[src/design/alp_pkg.sv]
`timescale 1ns / 1ps
`default_nettype none

package alp_pkg;

    // Microphone sample width; bits at or above it are dropped
    localparam int MIC_BITS = 16;
    localparam logic [15:0] MIC_MASK = 16'((32'd1 << MIC_BITS) - 32'd1);

    // Stream payload widths (whole bytes)
    localparam int IN_W  = 72;
    localparam int OUT_W = 40;

    // Configuration port
    localparam int CFG_IDX_W  = 3;
    localparam int CFG_DATA_W = 16;

    localparam logic [CFG_IDX_W-1:0] CFG_SQUELCH    = 3'd0;
    localparam logic [CFG_IDX_W-1:0] CFG_GAIN       = 3'd1;
    localparam logic [CFG_IDX_W-1:0] CFG_TARGET     = 3'd2;
    localparam logic [CFG_IDX_W-1:0] CFG_THRESHOLD  = 3'd3;
    localparam logic [CFG_IDX_W-1:0] CFG_WEIGHT     = 3'd4;
    localparam logic [CFG_IDX_W-1:0] CFG_SHOW_DELAY = 3'd5;
    localparam logic [CFG_IDX_W-1:0] CFG_HOLDOFF    = 3'd6;

    // Register reset values
    localparam logic [7:0]  RST_SQUELCH    = 8'd10;
    localparam logic [7:0]  RST_GAIN       = 8'd40;
    localparam logic [7:0]  RST_TARGET     = 8'd60;
    localparam logic [7:0]  RST_THRESHOLD  = 8'd10;
    localparam logic [8:0]  RST_WEIGHT     = 9'd51;
    localparam logic [15:0] RST_SHOW_DELAY = 16'd15;
    localparam logic [15:0] RST_HOLDOFF    = 16'd100;

    // Arithmetic constants
    localparam logic [8:0]  WEIGHT_ONE = 9'd256;
    localparam logic [15:0] AVG_ONE    = 16'd256;
    localparam logic [7:0]  LEVEL_MAX  = 8'd255;

    // Divide by 40: drop 3 bits, then multiply by ceil(2^23/5) and keep
    // bits 23 up; exact for any 21-bit value after the shift
    localparam logic [20:0] GAIN_RECIP = 21'd1677722;

    // Serial divider sizes
    localparam int DIV_W     = 24;
    localparam int DVS_W     = 16;
    localparam int DIV_CNT_W = $clog2(DIV_W);

    typedef struct packed {
        logic [7:0]  squelch;
        logic [7:0]  gain;
        logic [7:0]  target_level;
        logic [7:0]  peak_threshold;
        logic [8:0]  smoothing_weight;
        logic [15:0] show_delay;
        logic [15:0] peak_holdoff;
    } t_cfg;

    typedef struct packed {
        logic             start;
        logic [DIV_W-1:0] dividend;
        logic [DVS_W-1:0] divisor;
    } t_div_req;

    typedef struct packed {
        logic             busy;
        logic             done;
        logic [DIV_W-1:0] quotient;
    } t_div_rsp;

    typedef enum logic [3:0] {
        S_IDLE,
        S_DC,
        S_DEV,
        S_FILT_MUL,
        S_FILT_SUM,
        S_SQUELCH,
        S_GAIN,
        S_GAIN_SCALE,
        S_AVG,
        S_AGC,
        S_AGC_WAIT,
        S_EMIT
    } t_state;

endpackage

`default_nettype wire

[src/design/audio_level_agc_peak.sv]
`timescale 1ns / 1ps
`default_nettype none

// Microphone level, AGC and peak detector.
// Input stream: one transfer per microphone sample with the bin level, the
// time in ms and the two clear flags. Output stream: one transfer per input
// with the sample level, average, AGC level, average times four and flags.
// Configuration: index/data write channel, ready whenever out of reset;
// write only while the block is idle.
// Each sample is worked through by a sequencer around one 24-step serial
// divider used for the AGC division; the gain division by 40 is a reciprocal
// multiply. The divider is used only when the running average is at or
// above one. Input ready rises with output valid and is low while a sample
// is being worked through, so the next sample is taken only once the last
// has left the sequencer.
// The output register holds a finished result until it is taken; the next
// sample can be accepted while it waits, but that sample's result waits in
// its final step until the output register is free.
// Reset (synchronous, active low) clears all filter state and flags and
// loads the register defaults; input ready is low during reset.
module audio_level_agc_peak (
    input  wire logic                             i_clk,
    input  wire logic                             i_rst_n,
    // tdata: mic_level[15:0], bin_level[31:16], now_ms[63:32],
    //        consumer_cleared[64], sync_taken[65], zero fill
    input  wire logic                             i_s_axis_tvalid,
    output logic                                  o_s_axis_tready,
    input  wire logic [alp_pkg::IN_W-1:0]         i_s_axis_tdata,
    // tdata: sample_level[7:0], average_level[15:8], agc_level[23:16],
    //        average_times_four[31:24], peak[32], sync_peak[33], zero fill
    output logic                                  o_m_axis_tvalid,
    input  wire logic                             i_m_axis_tready,
    output logic [alp_pkg::OUT_W-1:0]             o_m_axis_tdata,
    // configuration write channel
    input  wire logic                             i_cfg_valid,
    output logic                                  o_cfg_ready,
    input  wire logic [alp_pkg::CFG_IDX_W-1:0]    i_cfg_index,
    input  wire logic [alp_pkg::CFG_DATA_W-1:0]   i_cfg_data
);

    alp_pkg::t_cfg     cfg;
    alp_pkg::t_div_req div_req;
    alp_pkg::t_div_rsp div_rsp;
    alp_pkg::t_state   r_state;
    alp_pkg::t_state   n_state;

    // latched input item
    logic [15:0] r_mic;
    logic [15:0] r_bin;
    logic [31:0] r_now;
    logic        r_cons_clr;
    logic        r_sync_clr;

    // filter state (Q16.8 / Q8.8) and working registers
    logic [23:0] r_dc;
    logic [23:0] r_filt;
    logic [15:0] r_avg;
    logic [15:0] r_dev;
    logic [31:0] r_acc;
    logic [7:0]  r_sample;
    logic [7:0]  r_agc;

    // peak flags
    logic        r_peak;
    logic        r_sync_peak;
    logic        r_consumer;
    logic [31:0] r_last_peak;
    logic        n_peak;
    logic        n_sync_peak;
    logic        n_consumer;
    logic [31:0] n_last_peak;

    // output register
    logic                     r_out_valid;
    logic [alp_pkg::OUT_W-1:0] r_out_data;

    logic in_xfer;
    logic out_free;
    logic out_load;

    alp_cfg u_cfg (
        .i_clk       (i_clk),
        .i_rst_n     (i_rst_n),
        .i_cfg_valid (i_cfg_valid),
        .o_cfg_ready (o_cfg_ready),
        .i_cfg_index (i_cfg_index),
        .i_cfg_data  (i_cfg_data),
        .o_cfg       (cfg)
    );

    alp_div u_div (
        .i_clk   (i_clk),
        .i_rst_n (i_rst_n),
        .i_req   (div_req),
        .o_rsp   (div_rsp)
    );

    // ---------------------------------------------------------------
    // Datapath terms
    // ---------------------------------------------------------------
    logic [23:0] mic_q;
    logic [28:0] dc_sum;
    logic [23:0] dev_full;
    logic [8:0]  w_sat;
    logic [8:0]  w_inv;
    logic [23:0] filt_new;
    logic        above_squelch;
    logic [23:0] gain_prod;
    logic [41:0] gain_recip;
    logic [19:0] gain_sum;
    logic [19:0] avg_sum;
    logic [15:0] agc_prod;
    logic [9:0]  avg4_full;
    logic [7:0]  avg4;

    always_comb begin
        mic_q         = {r_mic, 8'b0};
        // dc*31 + mic*256, then /32 by the slice
        dc_sum        = {r_dc, 5'b0} - {5'b0, r_dc} + {5'b0, mic_q};
        dev_full      = (mic_q >= r_dc) ? (mic_q - r_dc) : (r_dc - mic_q);
        w_sat         = (cfg.smoothing_weight > alp_pkg::WEIGHT_ONE)
                        ? alp_pkg::WEIGHT_ONE : cfg.smoothing_weight;
        w_inv         = alp_pkg::WEIGHT_ONE - w_sat;
        filt_new      = r_acc[31:8];
        above_squelch = (filt_new > {8'b0, cfg.squelch, 8'b0});
        gain_prod     = {8'b0, r_filt[23:8]} * {16'b0, cfg.gain};
        // registered product /8, then times the reciprocal of 5
        gain_recip    = {21'b0, r_acc[23:3]} * {21'b0, alp_pkg::GAIN_RECIP};
        gain_sum      = {1'b0, gain_recip[41:23]} + {8'b0, r_filt[23:12]};
        avg_sum       = {r_avg, 4'b0} - {4'b0, r_avg} + {4'b0, r_sample, 8'b0};
        agc_prod      = {8'b0, r_sample} * {8'b0, cfg.target_level};
        avg4_full     = r_avg[15:6];
        avg4          = (avg4_full > {2'b0, alp_pkg::LEVEL_MAX})
                        ? alp_pkg::LEVEL_MAX : avg4_full[7:0];
    end

    // peak flag update for the current item
    logic [31:0] since_peak;

    always_comb begin
        since_peak  = r_now - r_last_peak;
        n_peak      = r_peak;
        n_sync_peak = r_sync_peak;
        n_consumer  = r_consumer;
        n_last_peak = r_last_peak;
        if (since_peak > {16'b0, cfg.show_delay}) begin
            n_peak      = 1'b0;
            n_sync_peak = 1'b0;
        end
        if (r_sync_clr) begin
            n_sync_peak = 1'b0;
        end
        if (r_cons_clr) begin
            n_consumer = 1'b0;
        end
        if (!n_consumer) begin
            n_peak = 1'b0;
        end
        if ((r_bin > {8'b0, cfg.peak_threshold}) &&
            (since_peak > {16'b0, cfg.peak_holdoff})) begin
            n_peak      = 1'b1;
            n_sync_peak = 1'b1;
            n_consumer  = 1'b1;
            n_last_peak = r_now;
        end
    end

    // ---------------------------------------------------------------
    // Sequencer: next state
    // ---------------------------------------------------------------
    always_comb begin
        n_state = r_state;
        case (r_state)
            alp_pkg::S_IDLE:       if (in_xfer) n_state = alp_pkg::S_DC;
            alp_pkg::S_DC:         n_state = alp_pkg::S_DEV;
            alp_pkg::S_DEV:        n_state = alp_pkg::S_FILT_MUL;
            alp_pkg::S_FILT_MUL:   n_state = alp_pkg::S_FILT_SUM;
            alp_pkg::S_FILT_SUM:   n_state = alp_pkg::S_SQUELCH;
            alp_pkg::S_SQUELCH:    n_state = alp_pkg::S_GAIN;
            alp_pkg::S_GAIN:       n_state = alp_pkg::S_GAIN_SCALE;
            alp_pkg::S_GAIN_SCALE: n_state = alp_pkg::S_AVG;
            alp_pkg::S_AVG:        n_state = alp_pkg::S_AGC;
            alp_pkg::S_AGC: begin
                if (r_avg < alp_pkg::AVG_ONE) n_state = alp_pkg::S_EMIT;
                else                          n_state = alp_pkg::S_AGC_WAIT;
            end
            alp_pkg::S_AGC_WAIT:   if (div_rsp.done) n_state = alp_pkg::S_EMIT;
            alp_pkg::S_EMIT:       if (out_free) n_state = alp_pkg::S_IDLE;
            default:               n_state = alp_pkg::S_IDLE;
        endcase
    end

    // ---------------------------------------------------------------
    // Sequencer: outputs
    // ---------------------------------------------------------------
    always_comb begin
        o_s_axis_tready  = 1'b0;
        out_load         = 1'b0;
        div_req.start    = 1'b0;
        div_req.dividend = {agc_prod, 8'b0};
        div_req.divisor  = r_avg;
        case (r_state)
            alp_pkg::S_IDLE: o_s_axis_tready = i_rst_n;
            alp_pkg::S_AGC:  div_req.start = (r_avg >= alp_pkg::AVG_ONE);
            alp_pkg::S_EMIT: out_load = out_free;
            default: ;
        endcase
    end

    assign in_xfer  = i_s_axis_tvalid && o_s_axis_tready;
    assign out_free = !r_out_valid || i_m_axis_tready;

    // state register
    always_ff @(posedge i_clk) begin
        if (!i_rst_n) begin
            r_state <= alp_pkg::S_IDLE;
        end else begin
            r_state <= n_state;
        end
    end

    // latched item payload
    always_ff @(posedge i_clk) begin
        if (in_xfer) begin
            r_mic      <= i_s_axis_tdata[15:0] & alp_pkg::MIC_MASK;
            r_bin      <= i_s_axis_tdata[31:16];
            r_now      <= i_s_axis_tdata[63:32];
            r_cons_clr <= i_s_axis_tdata[64];
            r_sync_clr <= i_s_axis_tdata[65];
        end
    end

    // filter state and flags
    always_ff @(posedge i_clk) begin
        if (!i_rst_n) begin
            r_dc        <= '0;
            r_filt      <= '0;
            r_avg       <= '0;
            r_peak      <= 1'b0;
            r_sync_peak <= 1'b0;
            r_consumer  <= 1'b0;
            r_last_peak <= '0;
        end else begin
            case (r_state)
                alp_pkg::S_DC: begin
                    r_dc        <= dc_sum[28:5];
                    r_peak      <= n_peak;
                    r_sync_peak <= n_sync_peak;
                    r_consumer  <= n_consumer;
                    r_last_peak <= n_last_peak;
                end
                alp_pkg::S_SQUELCH: r_filt <= above_squelch ? filt_new : '0;
                alp_pkg::S_AVG:     r_avg  <= avg_sum[19:4];
                default: ;
            endcase
        end
    end

    // working registers
    always_ff @(posedge i_clk) begin
        case (r_state)
            alp_pkg::S_DEV:      r_dev <= dev_full[23:8];
            alp_pkg::S_FILT_MUL: r_acc <= {23'b0, w_sat} * {8'b0, r_dev, 8'b0};
            alp_pkg::S_FILT_SUM: r_acc <= r_acc + ({23'b0, w_inv} * {8'b0, r_filt});
            alp_pkg::S_GAIN:     r_acc <= {8'b0, gain_prod};
            alp_pkg::S_GAIN_SCALE: begin
                r_sample <= (gain_sum > 20'(alp_pkg::LEVEL_MAX))
                            ? alp_pkg::LEVEL_MAX : gain_sum[7:0];
            end
            alp_pkg::S_AGC: begin
                if (r_avg < alp_pkg::AVG_ONE) begin
                    r_agc <= (agc_prod > 16'(alp_pkg::LEVEL_MAX)) ? '0 : agc_prod[7:0];
                end
            end
            alp_pkg::S_AGC_WAIT: begin
                if (div_rsp.done) begin
                    r_agc <= (div_rsp.quotient > 24'(alp_pkg::LEVEL_MAX))
                             ? '0 : div_rsp.quotient[7:0];
                end
            end
            default: ;
        endcase
    end

    // output register
    always_ff @(posedge i_clk) begin
        if (!i_rst_n) begin
            r_out_valid <= 1'b0;
        end else if (out_load) begin
            r_out_valid <= 1'b1;
        end else if (i_m_axis_tready) begin
            r_out_valid <= 1'b0;
        end
    end

    always_ff @(posedge i_clk) begin
        if (out_load) begin
            r_out_data <= {6'b0, r_sync_peak, r_peak, avg4, r_agc, r_avg[15:8], r_sample};
        end
    end

    assign o_m_axis_tvalid = r_out_valid;
    assign o_m_axis_tdata  = r_out_data;

    // ---------------------------------------------------------------
    // Assertions
    // ---------------------------------------------------------------
    a_div_no_restart: assert property (@(posedge i_clk) disable iff (!i_rst_n)
        div_req.start |-> !div_rsp.busy)
        else $error("divider started while busy");

    a_accept_starts: assert property (@(posedge i_clk) disable iff (!i_rst_n)
        in_xfer |=> (r_state == alp_pkg::S_DC))
        else $error("accepted item did not start the sequence");

    a_squelch_floor: assert property (@(posedge i_clk) disable iff (!i_rst_n)
        (r_state == alp_pkg::S_GAIN) |->
            ((r_filt == '0) || (r_filt[23:8] >= {8'b0, cfg.squelch})))
        else $error("filtered level below squelch floor");

    a_held_result: assert property (@(posedge i_clk) disable iff (!i_rst_n)
        (r_out_valid && !i_m_axis_tready) |=> (r_out_valid && $stable(r_out_data)))
        else $error("waiting result overwritten");

endmodule

`default_nettype wire

[src/design/alp_cfg.sv]
`timescale 1ns / 1ps
`default_nettype none

module alp_cfg (
    input  wire logic                            i_clk,
    input  wire logic                            i_rst_n,
    input  wire logic                            i_cfg_valid,
    output logic                                 o_cfg_ready,
    input  wire logic [alp_pkg::CFG_IDX_W-1:0]   i_cfg_index,
    input  wire logic [alp_pkg::CFG_DATA_W-1:0]  i_cfg_data,
    output alp_pkg::t_cfg                        o_cfg
);

    alp_pkg::t_cfg r_cfg;

    // writes are taken whenever out of reset
    assign o_cfg_ready = i_rst_n;
    assign o_cfg       = r_cfg;

    // register file; unknown indexes are dropped
    always_ff @(posedge i_clk) begin
        if (!i_rst_n) begin
            r_cfg.squelch          <= alp_pkg::RST_SQUELCH;
            r_cfg.gain             <= alp_pkg::RST_GAIN;
            r_cfg.target_level     <= alp_pkg::RST_TARGET;
            r_cfg.peak_threshold   <= alp_pkg::RST_THRESHOLD;
            r_cfg.smoothing_weight <= alp_pkg::RST_WEIGHT;
            r_cfg.show_delay       <= alp_pkg::RST_SHOW_DELAY;
            r_cfg.peak_holdoff     <= alp_pkg::RST_HOLDOFF;
        end else if (i_cfg_valid) begin
            case (i_cfg_index)
                alp_pkg::CFG_SQUELCH:    r_cfg.squelch          <= i_cfg_data[7:0];
                alp_pkg::CFG_GAIN:       r_cfg.gain             <= i_cfg_data[7:0];
                alp_pkg::CFG_TARGET:     r_cfg.target_level     <= i_cfg_data[7:0];
                alp_pkg::CFG_THRESHOLD:  r_cfg.peak_threshold   <= i_cfg_data[7:0];
                alp_pkg::CFG_WEIGHT:     r_cfg.smoothing_weight <= i_cfg_data[8:0];
                alp_pkg::CFG_SHOW_DELAY: r_cfg.show_delay       <= i_cfg_data;
                alp_pkg::CFG_HOLDOFF:    r_cfg.peak_holdoff     <= i_cfg_data;
                default: ;
            endcase
        end
    end

endmodule

`default_nettype wire

[src/design/alp_div.sv]
`timescale 1ns / 1ps
`default_nettype none

// Restoring divider, one quotient bit per cycle
module alp_div (
    input  wire logic        i_clk,
    input  wire logic        i_rst_n,
    input  alp_pkg::t_div_req i_req,
    output alp_pkg::t_div_rsp o_rsp
);

    logic [alp_pkg::DVS_W-1:0]     r_rem;
    logic [alp_pkg::DIV_W-1:0]     r_quo;
    logic [alp_pkg::DVS_W-1:0]     r_dvs;
    logic [alp_pkg::DIV_CNT_W-1:0] r_cnt;
    logic                          r_busy;
    logic                          r_done;

    logic [alp_pkg::DVS_W:0] shifted;
    logic [alp_pkg::DVS_W:0] diff;
    logic                    fits;

    // trial subtract of the shifted partial remainder
    always_comb begin
        shifted = {r_rem, r_quo[alp_pkg::DIV_W-1]};
        diff    = shifted - {1'b0, r_dvs};
        fits    = (shifted >= {1'b0, r_dvs});
    end

    // control
    always_ff @(posedge i_clk) begin
        if (!i_rst_n) begin
            r_busy <= 1'b0;
            r_done <= 1'b0;
            r_cnt  <= '0;
        end else begin
            r_done <= 1'b0;
            if (i_req.start) begin
                r_busy <= 1'b1;
                r_cnt  <= '0;
            end else if (r_busy) begin
                r_cnt <= r_cnt + 1'b1;
                if (r_cnt == alp_pkg::DIV_CNT_W'(alp_pkg::DIV_W - 1)) begin
                    r_busy <= 1'b0;
                    r_done <= 1'b1;
                end
            end
        end
    end

    // datapath
    always_ff @(posedge i_clk) begin
        if (i_req.start) begin
            r_rem <= '0;
            r_quo <= i_req.dividend;
            r_dvs <= i_req.divisor;
        end else if (r_busy) begin
            r_rem <= fits ? diff[alp_pkg::DVS_W-1:0] : shifted[alp_pkg::DVS_W-1:0];
            r_quo <= {r_quo[alp_pkg::DIV_W-2:0], fits};
        end
    end

    assign o_rsp.busy     = r_busy;
    assign o_rsp.done     = r_done;
    assign o_rsp.quotient = r_quo;

endmodule

`default_nettype wire

[config.mk]
export PLATFORM = sky130hd
export DESIGN_NAME = audio_level_agc_peak
export DESIGN_NICKNAME = d
export VERILOG_FILES = /design/src/design/alp_pkg.sv /design/src/design/audio_level_agc_peak.sv /design/src/design/alp_cfg.sv /design/src/design/alp_div.sv
export SDC_FILE = /design/constraint.sdc
export NUM_CORES = 2
export LEC_CHECK = 0
export ABC_CLOCK_PERIOD_IN_PS = 11300
export BUFFER_PORTS_ARGS = -buffer_cell sky130_fd_sc_hd__buf_2
export CAP_MARGIN = 20
export CORE_ASPECT_RATIO = 1.2
export CORE_MARGIN = 2
export CORE_UTILIZATION = 40
export CTS_CLUSTER_SIZE = 40
export DETAILED_ROUTE_END_ITERATION = 6
export PLACE_DENSITY_LB_ADDON = 0.08
export SLEW_MARGIN = 20
export SYNTH_ARGS = -nofsm -noshare
export SYNTH_HDL_FRONTEND = slang
export SYNTH_HIERARCHICAL = 1
export SYNTH_SLANG_ARGS = --single-unit
[constraint.sdc]
create_clock -name i_clk -period 11.3 [get_ports i_clk]
set_input_delay 0.565 -clock i_clk [delete_from_list [all_inputs] [get_ports i_clk]]
set_output_delay 0.565 -clock i_clk [all_outputs]
set_load 0.01 [all_outputs]
# == Word-level counts from Yosys, hierarchy flattened ==
# Cells that the tools add are included.
# word_totals
word_cells,147
input_bits,96
output_inout_bits,43
regBits,404
# op_classes
muxes,33
reduce_logical,25
mul,5
order_cmp,13
n_addsub,12
bitwise,2
n_eq_ne,23
# ops
op,n
2-to-1 mux 24 bit,4
case mux 32 bit (3 select lines),1
> comparator 32 x 16 -> 1 bit,2
case mux 4 bit (12 select lines),1
subtractor 24 bit,2
"multiplier 21 x 20 -> 41 bit, second input constant",1
adder 32 bit,1
multiplier 9 x 24 -> 32 bit,1
2-to-1 mux 8 bit,4
subtractor 32 bit,1
adder 29 x 24 -> 29 bit,1
subtractor 29 x 24 -> 29 bit,1
>= comparator 24 bit,1
> comparator 24 x 16 -> 1 bit,1
"> comparator 24 x 8 -> 1 bit, second input constant",1
multiplier 16 x 8 -> 24 bit,1
multiplier 9 x 16 -> 24 bit,1
adder 19 x 12 -> 20 bit,1
adder 20 x 16 -> 20 bit,1
"> comparator 20 x 8 -> 1 bit, second input constant",1
AND reduction 2 bit,10
subtractor 20 x 16 -> 20 bit,1
>= comparator 17 x 16 -> 1 bit,1
2-to-1 mux 1 bit,17
other kinds (36),56

# == Logic depth before layout (Yosys ltp) ==
# logic_depth
ltp_word,6
mapped_depth,38
depth_no_buf,38

# == By module ==
# Netlist, hierarchy kept.
# modules_own_cells
mod,area_each_um2,cells_each,instances,seq_area_each_um2
audio_level_agc_peak,42106.6,4624,1,7006.7
alp_div,3524.6,335,1,1661.6
alp_cfg,2812.7,271,1,1461.4

# == Worst setup path before layout ==
# Ideal clock, no wire load.
# synth_timing
path_type,register -> register
start,register r_acc[14]
end,register r_sample[4] (data pin)
required_time_ns,11.010
path_buffers,0
synth_period_minus_slack_ns,8.358
path_stages_with_launch,38
path_slack_ns,2.942
arrival_time_ns,8.068
setup_ns,0.290
cell_sequence,edfxtp_1 inv_1 ha_1 xor2_1 ha_1 a21o_1 ha_1 inv_1 fa_1 inv_1 fa_1 fa_1 inv_1 fa_1 inv_1 ha_1 a211oi_1 o21bai_1 (+2 left out) nand2_1 a21oi_1 nor2b_1 o21a_1 nor2_1 xnor2_1 ha_1 o21a_1 o31a_1 o41ai_1 a2bb2oi_1 nand2_1 a21oi_1 a21bo_2 mux2i_1 a22oi_1 nor3_1 o2111ai_1
# synth_via
elab_chain_len,3
# synth_rtl
element,line_no,rtl
"start, declared",audio_level_agc_peak.sv:59,logic [31:0] r_acc;
"start signal, assigned",audio_level_agc_peak.sv:263,"alp_pkg::S_FILT_MUL: r_acc <= {23'b0, w_sat} * {8'b0, r_dev, 8'b0};"
"start signal, assigned",audio_level_agc_peak.sv:264,"alp_pkg::S_FILT_SUM: r_acc <= r_acc + ({23'b0, w_inv} * {8'b0, r_filt});"
"start signal, assigned",audio_level_agc_peak.sv:265,"alp_pkg::S_GAIN: r_acc <= {8'b0, gain_prod};"
multiplier 21 x 20 -> 41 bit *,audio_level_agc_peak.sv:128,"gain_recip = {21'b0, r_acc[23:3]} * {21'b0, alp_pkg::GAIN_RECIP};"
adder 19 x 12 -> 20 bit *,audio_level_agc_peak.sv:129,"gain_sum = {1'b0, gain_recip[41:23]} + {8'b0, r_filt[23:12]};"
> comparator 20 x 8 -> 1 bit,audio_level_agc_peak.sv:267,r_sample <= (gain_sum > 20'(alp_pkg::LEVEL_MAX))
"end signal, assigned",audio_level_agc_peak.sv:267,
"end, declared",audio_level_agc_peak.sv:60,logic [7:0] r_sample;
# Mark *: on every way between the ends. The rest lies on a longest branch, timed or not.
# A chain may end at the register's enable or synchronous reset.

# == Final worst setup path ==
# layout_timing
start,register r_acc[15]
end,register r_sample[4] (data pin)
# The elaborated chain is that of the path after synthesis.

==> summary.md <==
| Metric | Value |
|---|---|
| Status | complete, no violations |
| Row count | 139 |
| Iter 0 DRT Violations | around 1,600 |
| Arrival time at the worst endpoint | 10,250 ps |
| CTS tree | yes |
| DR DRC count | 0 |
| Hold Path Class | input pin to register |
| Area grow syn2layout | 8.46% |
| Clock skew | about 55 ps |
| CTS buffer count | 50 |
| Max-cap violations | 0 |
| Input/output buffers | 126 |
| CP Class | register to register |
| Worst slew margin | 26.9% |
| ANT nets after route | 0 |
| Vias | 35,300 |
| Req. time, crit path | 11,600 ps |
| Slowest CP cell | edfxtp_1 |
| # H-tree levels | 2 |
| Clk slew on worst S/H paths | 70 ps |
| Worst setup SP type | register |
| Routed Wire Length | around 130,000 um |
| # IOs | 139 |
| Inserted Diodes | 0 |
| Fin crit share | 88.0% |
| Clk buf depth | 3 |
| FMAX | 0.101 GHz |
| DIE HEIGHT | ~390 um |
| First-pass GRT wire length | 208,000 um |
| WL/cell | 18.8 um |
| Die area | between 0.1 and 0.15 mm2 |
| HPWL Detailed | 105,000 um |
| Drt pass-1 iters | 5 |
| Slew of the pin with the lowest slew margin | 1090 ps |
| Cts repair resizes | 0 |
| Post-CTS setup buffers | 0 |
| Syn Inst Count | about 5,200 |
| Slowest Stage Delay on Critical Path | 670 ps |
| Vias per cell | 5.13 |
| Endpoints failing hold | 0 |
| Yosys warnings | 6 |
| Final nets | 6,522 |
| Max-slew violations | 0 |
| RSZ-0062 raised after global routing | no |
| Core Region | 0.120 mm2 |
| Setup tns final | 0 ps |
| Clk_lat worst skew | 650 ps |
| Die W | 322 um |
| CP endpoint kind | register |
| Syn Area/Cell | 9.26 um2 |
| Tmin final | 9950 ps |
| Initial Util | about two fifths |
| Clk Tree Root Cell | clkbuf_16 |
| Remaining Overflow, GRT | 0 |
| Vias in the first global route | roughly 37,000 |
| Routability Congestion | slightly below 0.9 |
| Gr usage total | 21.5% |
| Mapped Area | between 0.04 and 0.05 mm2 |
| Fin Hold WS | 87.4 ps |
| # hold bufs at CTS | 0 |
| Initial antenna violation count | 4 |
| Largest net degree at the start of global routing | 90 |
| Final Setup Violations | 0 |
| CTS Sinks | between 400 and 500 |
| Layout cell share with drive strength beyond 1 | 6.44% |
| Largest fanout on the critical path | 7 |
==> final timing paths <==
check                           slack (ps)                 end                from  depth (start not counted)
worst max-delay path                  1350         r_sample[4]           r_acc[15]                         37
worst min register to register         420  o_m_axis_tdata[16]            r_agc[0]                          0
worst max register to register        1350         r_sample[4]           r_acc[15]                         37
worst min-delay path                    90           r_bin[12]  i_s_axis_tdata[28]                          1
==> state kept, by name, summed over array words and instances, names as in the netlist, 24 cells and up <==
register	count
o_m_axis_tdata	34
r_acc	32
r_dc	24
r_filt	24
r_last_peak	32
r_now	32
u_cfg/o_cfg	73
u_div/r_quo	24
==> cell usage in the layout (no fill, tap or decap), types with 19 or more instances in the layout <==
| cell type | instances |
|---|---|
| a211oi_1 | 24 |
| a21boi_0 | 23 |
| a21o_1 | 98 |
| a21oi_1 | 170 |
| a22oi_1 | 28 |
| a31oi_1 | 19 |
| and2_1 | 238 |
| and3_1 | 20 |
| buf_2 | 125 |
| buf_4 | 55 |
| clkbuf_16 | 50 |
| dfxtp_1 | 200 |
| edfxtp_1 | 204 |
| fa_1 | 561 |
| ha_1 | 583 |
| inv_1 | 928 |
| mux2_2 | 28 |
| mux2i_1 | 124 |
| nand2_1 | 674 |
| nand2b_1 | 45 |
| nand3_1 | 55 |
| nand4_1 | 39 |
| nor2_1 | 148 |
| nor2b_1 | 86 |
| nor3_1 | 56 |
| nor4_1 | 20 |
| o21a_1 | 37 |
| o21ai_0 | 122 |
| o21bai_1 | 34 |
| or3_1 | 20 |
| xnor2_1 | 119 |
| xor2_1 | 90 |
==> layer usage <==
layer / track usage (%) / wire length [um]
met5: 0 / 20
met4: 4.89 / 3030
met3: 2.15 / 3710
met2: 39.7 / 66400
met1: 26.7 / 56200
==> layout make-up <==
class / instances / area [um2]
fill: 11800 / 67300
clock inverter: 34 / 434
multi-input combinational: 3716 / 34200
sequential: 404 / 10100
inverter: 929 / 3490
clock buffer: 60 / 1310
tap: 1551 / 1940
timing repair buffer: 181 / 1050
==> stage by stage <==
step | setup slack, ps | util (%) | instance area (um2) | instances
global route | 575 | 43.8 | 52500 | 6875
detailed placement | 1280 | 42.4 | 50800 | 6781
CTS | 1240 | 43.8 | 52500 | 6875
finish | 1350 | 43.8 | 52500 | 6875
floorplan | 2940 | - | 48500 | 5242
global placement | 1310 | 42.4 | 50800 | 6781
==> worst max-delay path, delay by kind of cell, from the launching register on <==
family | cells | cell delay [ps]
compound gates | 14 | 3350
flops | 1 | 670
mux | 1 | 130
fa+ha+maj | 9 | 3480
buf+inv | 5 | 420
xor+xnor | 2 | 330
simple gates | 6 | 1230
Power is left out: the tool's default activity adds up to more than one toggle a clock period on the data nets, which glitch-free logic cannot reach.
